===== src/ddc_pkg.sv =====
package ddc_pkg;

    // event kinds
    localparam logic [1:0] KIND_PACKET     = 2'd0;
    localparam logic [1:0] KIND_TRAY_EDGE  = 2'd1;
    localparam logic [1:0] KIND_FRONT_HIT  = 2'd2;
    localparam logic [1:0] KIND_BACK_HIT   = 2'd3;

    // packet types and sub-commands
    localparam logic [7:0] PTYPE_READ      = 8'h01;
    localparam logic [7:0] PTYPE_WRITE     = 8'h02;
    localparam logic [7:0] SUB_STATUS      = 8'h01;
    localparam logic [7:0] SUB_DISPENSE    = 8'h01;
    localparam logic [7:0] SUB_RETRACT     = 8'h02;
    localparam logic [7:0] SUB_CHANGE_ID   = 8'h04;
    localparam logic [7:0] SUB_LED         = 8'h05;
    localparam logic [7:0] LED_OFF         = 8'h00;
    localparam logic [7:0] LED_ON          = 8'h01;
    localparam logic [7:0] LED_TOGGLE      = 8'h02;

    // status flags
    localparam logic [7:0] ST_STANDBY      = 8'h01;
    localparam logic [7:0] ST_DISPENSING   = 8'h02;
    localparam logic [7:0] ST_RETRACTING   = 8'h04;
    localparam logic [7:0] ST_OPEN         = 8'h08;
    localparam logic [7:0] ST_CLOSED       = 8'h10;
    localparam logic [7:0] ST_FILLED       = 8'h20;
    localparam logic [7:0] ST_EMPTY        = 8'h40;

    // reply framing
    localparam logic [7:0] SYNC_BYTE       = 8'hFF;
    localparam logic [7:0] REPLY_LEN       = 8'h02;
    localparam logic [7:0] ID_RESET        = 8'hFE;
    localparam logic [7:0] STATUS_RESET    = ST_STANDBY | ST_CLOSED;

    typedef struct packed {
        logic [1:0] kind;
        logic [7:0] packet_id;
        logic [7:0] packet_type;
        logic [7:0] payload_size;
        logic [7:0] payload_first;
        logic [7:0] payload_second;
    } item_t;

    typedef struct packed {
        logic [7:0] status;
        logic [7:0] dev_id;
        logic       bridge_a;
        logic       bridge_b;
        logic       led;
    } state_t;

    localparam state_t STATE_RESET = '{
        status:   STATUS_RESET,
        dev_id:   ID_RESET,
        bridge_a: 1'b1,
        bridge_b: 1'b1,
        led:      1'b0
    };

endpackage


===== src/ddc_in_if.sv =====
interface ddc_in_if;
    logic       valid;
    logic       ready;
    logic [1:0] kind;
    logic [7:0] packet_id;
    logic [7:0] packet_type;
    logic [7:0] payload_size;
    logic [7:0] payload_first;
    logic [7:0] payload_second;

    modport source (
        output valid, kind, packet_id, packet_type, payload_size,
               payload_first, payload_second,
        input  ready
    );

    modport sink (
        input  valid, kind, packet_id, packet_type, payload_size,
               payload_first, payload_second,
        output ready
    );
endinterface


===== src/ddc_out_if.sv =====
interface ddc_out_if;
    logic       valid;
    logic       ready;
    logic       reply_valid;
    logic [7:0] reply_byte;
    logic       last;
    logic [7:0] status_now;
    logic       motor_a;
    logic       motor_b;
    logic       led_on;
    logic [7:0] current_id;

    modport source (
        output valid, reply_valid, reply_byte, last, status_now, motor_a,
               motor_b, led_on, current_id,
        input  ready
    );

    modport sink (
        input  valid, reply_valid, reply_byte, last, status_now, motor_a,
               motor_b, led_on, current_id,
        output ready
    );
endinterface


===== src/ddc_step.sv =====
module ddc_step (
    input  ddc_pkg::item_t  item,
    input  ddc_pkg::state_t cur,
    output ddc_pkg::state_t nxt,
    output logic            is_read
);
    import ddc_pkg::*;

    logic addressed;
    logic has_second;

    assign addressed  = (item.packet_id == cur.dev_id) && (item.payload_size != 8'd0);
    assign has_second = (item.payload_size >= 8'd2);

    always_comb
    begin
        nxt     = cur;
        is_read = 1'b0;
        case (item.kind)
            KIND_TRAY_EDGE:
            begin
                if (cur.status == (ST_STANDBY | ST_CLOSED))
                    nxt.status = ST_STANDBY | ST_CLOSED | ST_FILLED;
                else if (cur.status == (ST_STANDBY | ST_OPEN))
                    nxt.status = ST_STANDBY | ST_OPEN | ST_EMPTY;
            end
            KIND_FRONT_HIT:
            begin
                if (cur.status == ST_DISPENSING)
                begin
                    nxt.status   = ST_STANDBY | ST_OPEN;
                    nxt.bridge_a = 1'b1;
                    nxt.bridge_b = 1'b1;
                end
            end
            KIND_BACK_HIT:
            begin
                if (cur.status == ST_RETRACTING)
                begin
                    nxt.status   = ST_STANDBY | ST_CLOSED;
                    nxt.bridge_a = 1'b1;
                    nxt.bridge_b = 1'b1;
                end
            end
            default:
            begin
                if (addressed && item.packet_type == PTYPE_READ
                        && item.payload_first == SUB_STATUS)
                    is_read = 1'b1;
                else if (addressed && item.packet_type == PTYPE_WRITE)
                begin
                    case (item.payload_first)
                        SUB_DISPENSE:
                        begin
                            if (cur.status == (ST_STANDBY | ST_CLOSED | ST_FILLED))
                            begin
                                nxt.status   = ST_DISPENSING;
                                nxt.bridge_a = 1'b0;
                                nxt.bridge_b = 1'b1;
                            end
                        end
                        SUB_RETRACT:
                        begin
                            if (cur.status == (ST_STANDBY | ST_OPEN | ST_EMPTY))
                            begin
                                nxt.status   = ST_RETRACTING;
                                nxt.bridge_a = 1'b1;
                                nxt.bridge_b = 1'b0;
                            end
                        end
                        SUB_CHANGE_ID:
                        begin
                            if (has_second)
                                nxt.dev_id = item.payload_second;
                        end
                        SUB_LED:
                        begin
                            if (has_second)
                            begin
                                case (item.payload_second)
                                    LED_OFF:    nxt.led = 1'b0;
                                    LED_ON:     nxt.led = 1'b1;
                                    LED_TOGGLE: nxt.led = ~cur.led;
                                    default:    nxt.led = cur.led;
                                endcase
                            end
                        end
                        default:
                        begin
                            nxt = cur;
                        end
                    endcase
                end
            end
        endcase
    end

endmodule


===== src/dispense_drawer_controller_top.sv =====
// An event enters the input register when accepted and moves on to the result register
// once that is empty or its last beat is taken. Throughput: one event per cycle while
// results are taken; a status read holds the result register for six reply bytes, one
// per cycle while the receiver is ready, while the next event waits in the input register.
// Reset: status 0x11, id 0xFE, motor braked, LED off, both registers empty.
module dispense_drawer_controller_top (
    input  logic      clk,
    input  logic      rst_n,
    ddc_in_if.sink    events,
    ddc_out_if.source results
);
    import ddc_pkg::*;

    localparam logic [2:0] BEAT_SYNC1  = 3'd1;
    localparam logic [2:0] BEAT_ID     = 3'd2;
    localparam logic [2:0] BEAT_LEN    = 3'd3;
    localparam logic [2:0] BEAT_STATUS = 3'd4;
    localparam logic [2:0] BEAT_LAST   = 3'd5;

    item_t      item_reg;
    logic       in_valid_reg, in_valid_next;
    state_t     state_reg, state_next;
    logic       out_valid_reg, out_valid_next;
    logic       reply_reg, reply_next;
    logic [2:0] beat_reg, beat_next;

    state_t     step_state;
    logic       step_read;
    logic       in_fire, out_fire, final_take, advance, last_beat;
    logic [7:0] checksum;

    ddc_step u_step (
        .item    (item_reg),
        .cur     (state_reg),
        .nxt     (step_state),
        .is_read (step_read)
    );

    assign last_beat  = !reply_reg || (beat_reg == BEAT_LAST);
    assign out_fire   = out_valid_reg && results.ready;
    assign final_take = out_fire && last_beat;
    assign advance    = in_valid_reg && (!out_valid_reg || final_take);
    assign in_fire    = events.valid && events.ready;

    assign events.ready = !in_valid_reg || advance;

    always_comb
    begin
        in_valid_next = in_valid_reg;
        if (in_fire)
            in_valid_next = 1'b1;
        else if (advance)
            in_valid_next = 1'b0;

        state_next     = state_reg;
        out_valid_next = out_valid_reg;
        reply_next     = reply_reg;
        beat_next      = beat_reg;
        if (advance)
        begin
            state_next     = step_state;
            out_valid_next = 1'b1;
            reply_next     = step_read;
            beat_next      = '0;
        end
        else if (final_take)
            out_valid_next = 1'b0;
        else if (out_fire)
            beat_next = beat_reg + 3'd1;
    end

    always_ff @(posedge clk or negedge rst_n)
    begin
        if (!rst_n)
        begin
            in_valid_reg  <= 1'b0;
            state_reg     <= STATE_RESET;
            out_valid_reg <= 1'b0;
            reply_reg     <= 1'b0;
            beat_reg      <= '0;
        end
        else
        begin
            in_valid_reg  <= in_valid_next;
            state_reg     <= state_next;
            out_valid_reg <= out_valid_next;
            reply_reg     <= reply_next;
            beat_reg      <= beat_next;
        end
    end

    always_ff @(posedge clk)
    begin
        if (in_fire)
        begin
            item_reg.kind           <= events.kind;
            item_reg.packet_id      <= events.packet_id;
            item_reg.packet_type    <= events.packet_type;
            item_reg.payload_size   <= events.payload_size;
            item_reg.payload_first  <= events.payload_first;
            item_reg.payload_second <= events.payload_second;
        end
    end

    // a status read leaves the state alone, so reply fields come straight from it
    assign checksum = ~(state_reg.dev_id + REPLY_LEN + state_reg.status);

    always_comb
    begin
        results.reply_byte = 8'h00;
        if (reply_reg)
        begin
            case (beat_reg)
                BEAT_SYNC1:  results.reply_byte = SYNC_BYTE;
                BEAT_ID:     results.reply_byte = state_reg.dev_id;
                BEAT_LEN:    results.reply_byte = REPLY_LEN;
                BEAT_STATUS: results.reply_byte = state_reg.status;
                BEAT_LAST:   results.reply_byte = checksum;
                default:     results.reply_byte = SYNC_BYTE;
            endcase
        end
    end

    assign results.valid       = out_valid_reg;
    assign results.reply_valid = reply_reg;
    assign results.last        = last_beat;
    assign results.status_now  = state_reg.status;
    assign results.motor_a     = state_reg.bridge_a;
    assign results.motor_b     = state_reg.bridge_b;
    assign results.led_on      = state_reg.led;
    assign results.current_id  = state_reg.dev_id;

`ifndef SYNTHESIS
    a_beat_bound: assert property (@(posedge clk) disable iff (!rst_n)
        (out_valid_reg && reply_reg) |-> (beat_reg <= BEAT_LAST))
        else $error("reply beat past checksum");

    a_standby_braked: assert property (@(posedge clk) disable iff (!rst_n)
        state_reg.status[0] |-> (state_reg.bridge_a && state_reg.bridge_b))
        else $error("motor driven while in standby");

    a_dispense_drive: assert property (@(posedge clk) disable iff (!rst_n)
        (state_reg.status == ST_DISPENSING) |-> (!state_reg.bridge_a && state_reg.bridge_b))
        else $error("wrong bridge drive while dispensing");

    a_read_keeps_state: assert property (@(posedge clk) disable iff (!rst_n)
        (advance && step_read) |=> $stable(state_reg))
        else $error("status read changed state");
`endif

endmodule


===== src/flat_wrapper.sv =====
// flat-port wrapper written by rule: the top's interface ports become plain ports
module dispense_drawer_controller_top_flat import ddc_pkg::*;
  (clk, rst_n, events_valid, events_kind, events_packet_id, events_packet_type, events_payload_size, events_payload_first, events_payload_second, events_ready, results_valid, results_reply_valid, results_reply_byte, results_last, results_status_now, results_motor_a, results_motor_b, results_led_on, results_current_id, results_ready);
  ddc_in_if events_i ();
  ddc_out_if results_i ();
  input  logic clk;
  input  logic rst_n;
  input wire logic [$bits(events_i.valid)-1:0] events_valid;
  input wire logic [$bits(events_i.kind)-1:0] events_kind;
  input wire logic [$bits(events_i.packet_id)-1:0] events_packet_id;
  input wire logic [$bits(events_i.packet_type)-1:0] events_packet_type;
  input wire logic [$bits(events_i.payload_size)-1:0] events_payload_size;
  input wire logic [$bits(events_i.payload_first)-1:0] events_payload_first;
  input wire logic [$bits(events_i.payload_second)-1:0] events_payload_second;
  output wire logic [$bits(events_i.ready)-1:0] events_ready;
  output wire logic [$bits(results_i.valid)-1:0] results_valid;
  output wire logic [$bits(results_i.reply_valid)-1:0] results_reply_valid;
  output wire logic [$bits(results_i.reply_byte)-1:0] results_reply_byte;
  output wire logic [$bits(results_i.last)-1:0] results_last;
  output wire logic [$bits(results_i.status_now)-1:0] results_status_now;
  output wire logic [$bits(results_i.motor_a)-1:0] results_motor_a;
  output wire logic [$bits(results_i.motor_b)-1:0] results_motor_b;
  output wire logic [$bits(results_i.led_on)-1:0] results_led_on;
  output wire logic [$bits(results_i.current_id)-1:0] results_current_id;
  input wire logic [$bits(results_i.ready)-1:0] results_ready;
  assign events_i.valid = events_valid;
  assign events_i.kind = events_kind;
  assign events_i.packet_id = events_packet_id;
  assign events_i.packet_type = events_packet_type;
  assign events_i.payload_size = events_payload_size;
  assign events_i.payload_first = events_payload_first;
  assign events_i.payload_second = events_payload_second;
  assign events_ready = events_i.ready;
  assign results_valid = results_i.valid;
  assign results_reply_valid = results_i.reply_valid;
  assign results_reply_byte = results_i.reply_byte;
  assign results_last = results_i.last;
  assign results_status_now = results_i.status_now;
  assign results_motor_a = results_i.motor_a;
  assign results_motor_b = results_i.motor_b;
  assign results_led_on = results_i.led_on;
  assign results_current_id = results_i.current_id;
  assign results_i.ready = results_ready;
  dispense_drawer_controller_top u_core (.clk(clk), .rst_n(rst_n), .events(events_i), .results(results_i));
endmodule

===== config.mk =====
export PLATFORM = sky130hd
export DESIGN_NAME = dispense_drawer_controller_top_flat
export DESIGN_NICKNAME = d
export VERILOG_FILES = /design/src/ddc_pkg.sv /design/src/ddc_in_if.sv /design/src/ddc_out_if.sv /design/src/ddc_step.sv /design/src/dispense_drawer_controller_top.sv /design/src/flat_wrapper.sv
export SDC_FILE = /design/constraint.sdc
export NUM_CORES = 1
export LEC_CHECK = 0
export ABC_CLOCK_PERIOD_IN_PS = 3400
export BUFFER_PORTS_ARGS = -buffer_cell sky130_fd_sc_hd__buf_2
export CAP_MARGIN = 25
export CORE_MARGIN = 8
export CORE_UTILIZATION = 29
export CTS_CLUSTER_DIAMETER = 100
export DETAILED_ROUTE_END_ITERATION = 10
export SYNTH_ARGS = -nofsm -noshare
export SYNTH_HDL_FRONTEND = slang
export SYNTH_SLANG_ARGS = --single-unit

===== constraint.sdc =====
create_clock -name clk -period 3.4 [get_ports clk]
set_input_delay 0.17 -clock clk [delete_from_list [all_inputs] [get_ports clk]]
set_output_delay 0.17 -clock clk [all_outputs]
set_load 0.1 [all_outputs]

After elaboration in Yosys (flattened, before gate mapping):

Index checks and enable logic that the tools add are counted.

* RAM bits: 0
* memories kept: 0
* input bits: 46
* ROM bits: 0
* bits in latches: 0
* flip-flop bits (word level): 67

* equality and inequality tests: 32
* div/mod/pow operators: 0
* reductions and logical operators: 30
* shifts and indexed selects: 0
* multipliers: 0
* bitwise gates (word level): 5
* muxes and demuxes: 32
* add/subtract/negate cells: 3
* $lt $le $gt $ge: 1

Operator list (number)
* two-way mux 8 bit: 9
* two-way mux 19 bit: 2
* == test 8 x 2 -> 1 bit, second input constant: 4
* one-hot mux 8 bit (4 select lines): 1
* == test 8 x 1 -> 1 bit, second input constant: 3
* == test 8 x 3 -> 1 bit, second input constant: 3
* one-hot mux 8 bit (3 select lines): 1
* AND reduction 9 bit: 2
* one-hot mux 8 bit (2 select lines): 1
* two-way mux 3 bit: 3
* adder 8 x 2 -> 8 bit, second input constant: 1
* adder 8 bit: 1
* == test 8 x 4 -> 1 bit, second input constant: 1
* == test 8 x 5 -> 1 bit, second input constant: 1
* == test 8 x 6 -> 1 bit, second input constant: 1
* == test 8 x 7 -> 1 bit, second input constant: 1
* == test 8 bit: 1
* >= comparator 8 x 2 -> 1 bit, second input constant: 1
* logical AND 1 bit: 8
* zero test 8 bit: 1
* two-way mux 1 bit: 8
* two-way mux 2 bit: 4
* inequality test 4 x 1 -> 1 bit, second input constant: 2
* inverter 8 bit: 1
* 26 further kinds: 42

Depth between registers and ports, before layout:

* depth in word-level cells: 8
* depth in mapped cells: 12
* mapped depth without buffers: 12

By module:

Synthesis repeated with hierarchy kept, for this count alone.

* cell total of the unflattened synthesis: 279
* area, all modules: 3632.2 um^2

Modules (own cells, without submodules)
* dispense_drawer_controller_top: cells each 193, times used 1, seq. area each 1900.6 um^2, area an instance 3039.2 um^2
* ddc_step: cells each 86, times used 1, seq. area each 0.0 um^2, area an instance 593.1 um^2

Worst setup path after synthesis:

No wires, ideal clock.

* kind: register to output
* start point: register u_core.state_reg (netlist bit u_core.results.status_now[2])
* end point: output port results_reply_byte[6]
* path buffers: 0
* data required time: 3230 ps
* cell stages (with the launch flop): 9
* path slack: -1460 ps
* arrival: 4690 ps
* cell sequence: dfrtp_1 -> ha_1 -> ha_1 -> a21o_1 -> a21oi_1 -> o21bai_1 -> mux2i_1 -> o21ai_0 -> a221oi_1

* word-level cells in the longest chain between the ends: 4

RTL lines
* start, declared: line dispense_drawer_controller_top.sv:22 `state_t state_reg, state_next;`
* start signal, assigned: line dispense_drawer_controller_top.sv:85 `state_reg <= state_next;`
* adder 8 bit: line dispense_drawer_controller_top.sv:106 `assign checksum = ~(state_reg.dev_id + REPLY_LEN + state_reg.status);`
* inverter 8 bit: line dispense_drawer_controller_top.sv:106
* one-hot mux 8 bit (4 select lines): line dispense_drawer_controller_top.sv:113 `case (beat_reg)`
* two-way mux 8 bit: line dispense_drawer_controller_top.sv:111 `if (reply_reg)`
* end, declared: line flat_wrapper.sv:18 `output wire logic [$bits(results_i.reply_byte)-1:0] results_reply_byte;`

Every way passes these cells.

Worst setup path after layout:

* start point: register u_core.state_reg (netlist bit u_core.results.current_id[1])
* end point: output port results_reply_byte[7]

* word-level cells in the longest chain between the ends: 5

RTL lines (line)
* adder 8 x 2 -> 8 bit: dispense_drawer_controller_top.sv:106
* adder 8 bit: dispense_drawer_controller_top.sv:106
* inverter 8 bit: dispense_drawer_controller_top.sv:106
* one-hot mux 8 bit (4 select lines): dispense_drawer_controller_top.sv:113
* two-way mux 8 bit: dispense_drawer_controller_top.sv:111

Every way passes these cells.

==> results_dict.tcl <==
set metrics [dict create \
    cts_tree "done" \
    clock_sinks 66 \
    grt_pass1_vias 2912 \
    via_count 2595 \
    routedWlPerCell_um 16.3 \
    netlist.area_leader.share_pct 36.0 \
    crit_path_start "u_core.results.current_id[1]" \
    coreArea_um2 11900 \
    avgSynthCellArea_um2 12.0 \
    reg2reg_to "u_core.results.status_now[2]" \
    worstPathCellList "inv_2 -> ha_1 -> inv_1 -> ha_2 -> inv_1 -> fa_2 -> nor2b_2 -> o31a_1 -> nor4_2 -> a311oi_2 -> mux2i_1 -> a21oi_4 -> buf_12" \
    dp.final_hpwl_um 6700 \
    max-slew-margin-rel_pct 62.3 \
    htree_levels 3 \
    die-area_um2 15900 \
    antenna_left 0 \
    die_y_um 126 \
    largest_register_ffs 42 \
    place_congestion 0.839 \
    critPathKind "flop to output port" \
    switchingPower_w 0.000792 \
    drive_gt1_share_pct 39.3 \
    swShare_pct 32.2 \
    synth_fp_nets 360 \
    comb_power_share_pct 22.1 \
    yosysWarnings 0 \
    crit_slowest_cell "dfstp_4" \
    wirelength_um 8720 \
    synth_ff_type "edfxtp_1" \
    synth_top_area_cell "edfxtp_1" \
    worstSetupEndpoint "results_reply_byte[7]" \
    p_int_w 0.00167 \
    synth_seq_cells 66 \
    rsz0062_at_grt "true" \
    numCtsBuffers 9 \
    leakage_nw 1.92 \
    multiInputGateArea_um2 1580 \
    r2r_start "u_core.beat_reg[1]" \
    synth_edf_count 42 \
    grt_use_total_pct 11.4 \
    clkTransAtPathRegs_ns 0.06 \
    ys_types 58 \
    synth_cells 291 \
    ys_seq_area_share_pct 53.5 \
    critPathLaunchType "flop" \
    finalNetCount 453 \
    first_pass_iters 5 \
    clk_path_buf_depth 2 \
    outcome "finished clean" \
    start_util_pct 29.4 \
    setup_tns_ns 0 \
    netlist_top_cells_area "edfxtp_1 36%, dfrtp_1 9.3%, dfstp_2 8.2%" \
    cp-end-kind "output port" \
    cp_max_fo 2 \
    fin_crit_sh_pct 96.4 \
    finalClockSkew_ns 0.00756 \
    wl_met3_um 555 \
    slew_violations 0 \
    hold_viol 0 \
    port_buffers 75 \
    clock_latency_ns 0.33 \
    cp.required_ns 3.23 \
    cpPeakStageDelay_ns 0.61 \
    rrSetupSlack_ns 0.80 \
    cts-root-buf "clkbuf_16" \
    fillers 1186 \
    regArea_um2 1880 \
    min_period_ns 3.28 \
    die_x_um 126 \
    fmax_mhz 305 \
    fin_worst_hold_slack_ns 0.0147 \
    grt.overflow.total 0 \
    grt_pass1_wl_um 14400 \
    pwr-share-clk_pct 37.7 \
    io_pins 77 \
    diodes 0 \
    row_count 40 \
    worstHoldPathType "input port to flop" \
    highest_layer "met4" \
    drt_iter0_markers 140 \
    power_frac_seq_pct 40.2 \
    vias_per_cell 4.84 \
    vdd_drop_max_mv 0.366 \
    syn_area_um2 3500 \
    drcViolationCount 0 \
    finalSetupViolCount 0 \
    cp_common_cell "inv_1" \
    reg2reg_depth 8 \
    p_per_area_nw_per_um2 544 \
    grt_max_degree 25 \
    synthArstFlopShare_pct 36.4 \
    cp_data_arrival_time_ns 3.11 \
    max_cap_violations 0 \
    worstMarginPinSlew_ns 0.565 \
    syn2layout_area_growth_pct 29.0 \
    wl_met1_um 3870 \
    antenna_found_initial 0 \
    met2_wirelength_um 4180 \
]
[cell type report]
type                            instances  area share [%]
Inverter                               22            1.83
Tap cell                              147            4.07
Clock inverter                          7            1.72
Multi-Input combinational cell        198            35.0
Sequential cell                        66            41.6
Clock buffer                            9            4.98
Timing Repair Buffer                   87            10.8
[cells in the mapped netlist, types with 4 or more instances]
cell      instances
a21oi_1          10
nor2_1           25
nand3_1          11
edfxtp_1         42
ha_1             22
mux2_4            6
nor2b_1           4
xnor2_1          10
dfstp_2          11
nand2_1          16
nor4b_1           5
inv_1            22
mux2_2            7
o21ai_0          10
nor3_1            5
mux2i_1           5
dfrtp_1          13
[logic make-up after synthesis]
group,share of synthesized area (%)
flops,53.5
other cells,0.107
compound gates,10.6
simple gates,15.4
buf+inv,3.21
xor+xnor,2.50
fa+ha+maj,8.43
mux,6.25
[critical path: cells and delay by family (launching register included)]
| kind | cells | cell delay [ns] |
|---|---|---|
| multiplexers | 1 | 0.33 |
| flip-flops | 1 | 0.61 |
| AO/OA/AOI/OAI | 3 | 0.54 |
| adder cells (fa/ha/maj) | 3 | 0.77 |
| buffers and inverters | 4 | 0.33 |
| AND/OR/NAND/NOR | 2 | 0.19 |
[worst min path at each step]
| stage | cells past startpoint | to | slack [ns] | start |
|---|---|---|---|---|
| final | 1 | u_core.item_reg[14] | 0.01 | events_payload_first[6] |
| after global routing | 1 | u_core.item_reg[31] | 0.0001 | events_packet_type[7] |
| after CTS | 1 | u_core.item_reg[15] | 0.003 | events_payload_first[7] |
| after detailed placement | 1 | u_core.beat_reg[0] | 0.20 | rst_n |
| after global placement | 1 | u_core.beat_reg[0] | 0.20 | rst_n |
| after floorplan | 0 | u_core.beat_reg[0] | -0.13 | rst_n |
[per-stage QoR]
stage,cell area [µm²],setup WS [ns],power (W),util (%),std cells
after global placement,4150,0.301,0.00154,34.8,514
after CTS,4490,0.0145,0.00249,37.7,534
after global routing,4520,-0.00660,0.00257,38.0,536
after detailed placement,4150,0.285,0.00155,34.8,514
after floorplan,3560,-0.109,0.00140,-,291
final,4520,0.124,0.00246,38.0,536
[placed cells by master (no fill, tap or decap), types with 11 or more instances in the layout]
cell type / n
buf_2: 73
dfrtp_1: 11
edfxtp_1: 42
ha_1: 21
inv_1: 21
nand2_1: 15
nor2_1: 22
[power groups by stage]
| stage | logic (W) | clock network [W] | registers (W) |
|---|---|---|---|
| 3_5_place_dp | 0.000543 | 0 | 0.00101 |
| 3_3_place_gp | 0.000539 | 0 | 0.00100 |
| 5_1_grt | 0.000581 | 0.000989 | 0.000999 |
| 2_1_floorplan | 0.000190 | 0 | 0.00121 |
| 4_1_cts | 0.000546 | 0.000951 | 0.000991 |
| 6_report | 0.000543 | 0.000926 | 0.000990 |
[layer usage]
metal / vias to the layer above / GRT usage (%)
met2: 89 / 18.8
met3: 12 / 3.46
met4: 0 / 5.02
met1: 1224 / 13.5
met5: - / 0
li1: 1270 / -
[timing repair]
action / 4_1_cts / 5_1_grt
buffers inserted: 3 / 1
resized for setup: 2 / 5
endpoints found under the setup margin: 1 / 3
hold endpoints to repair: 13 / 1
pin swaps: 5 / 5
hold buffers: 1 / 1
Power figures use the tool's default switching activity.
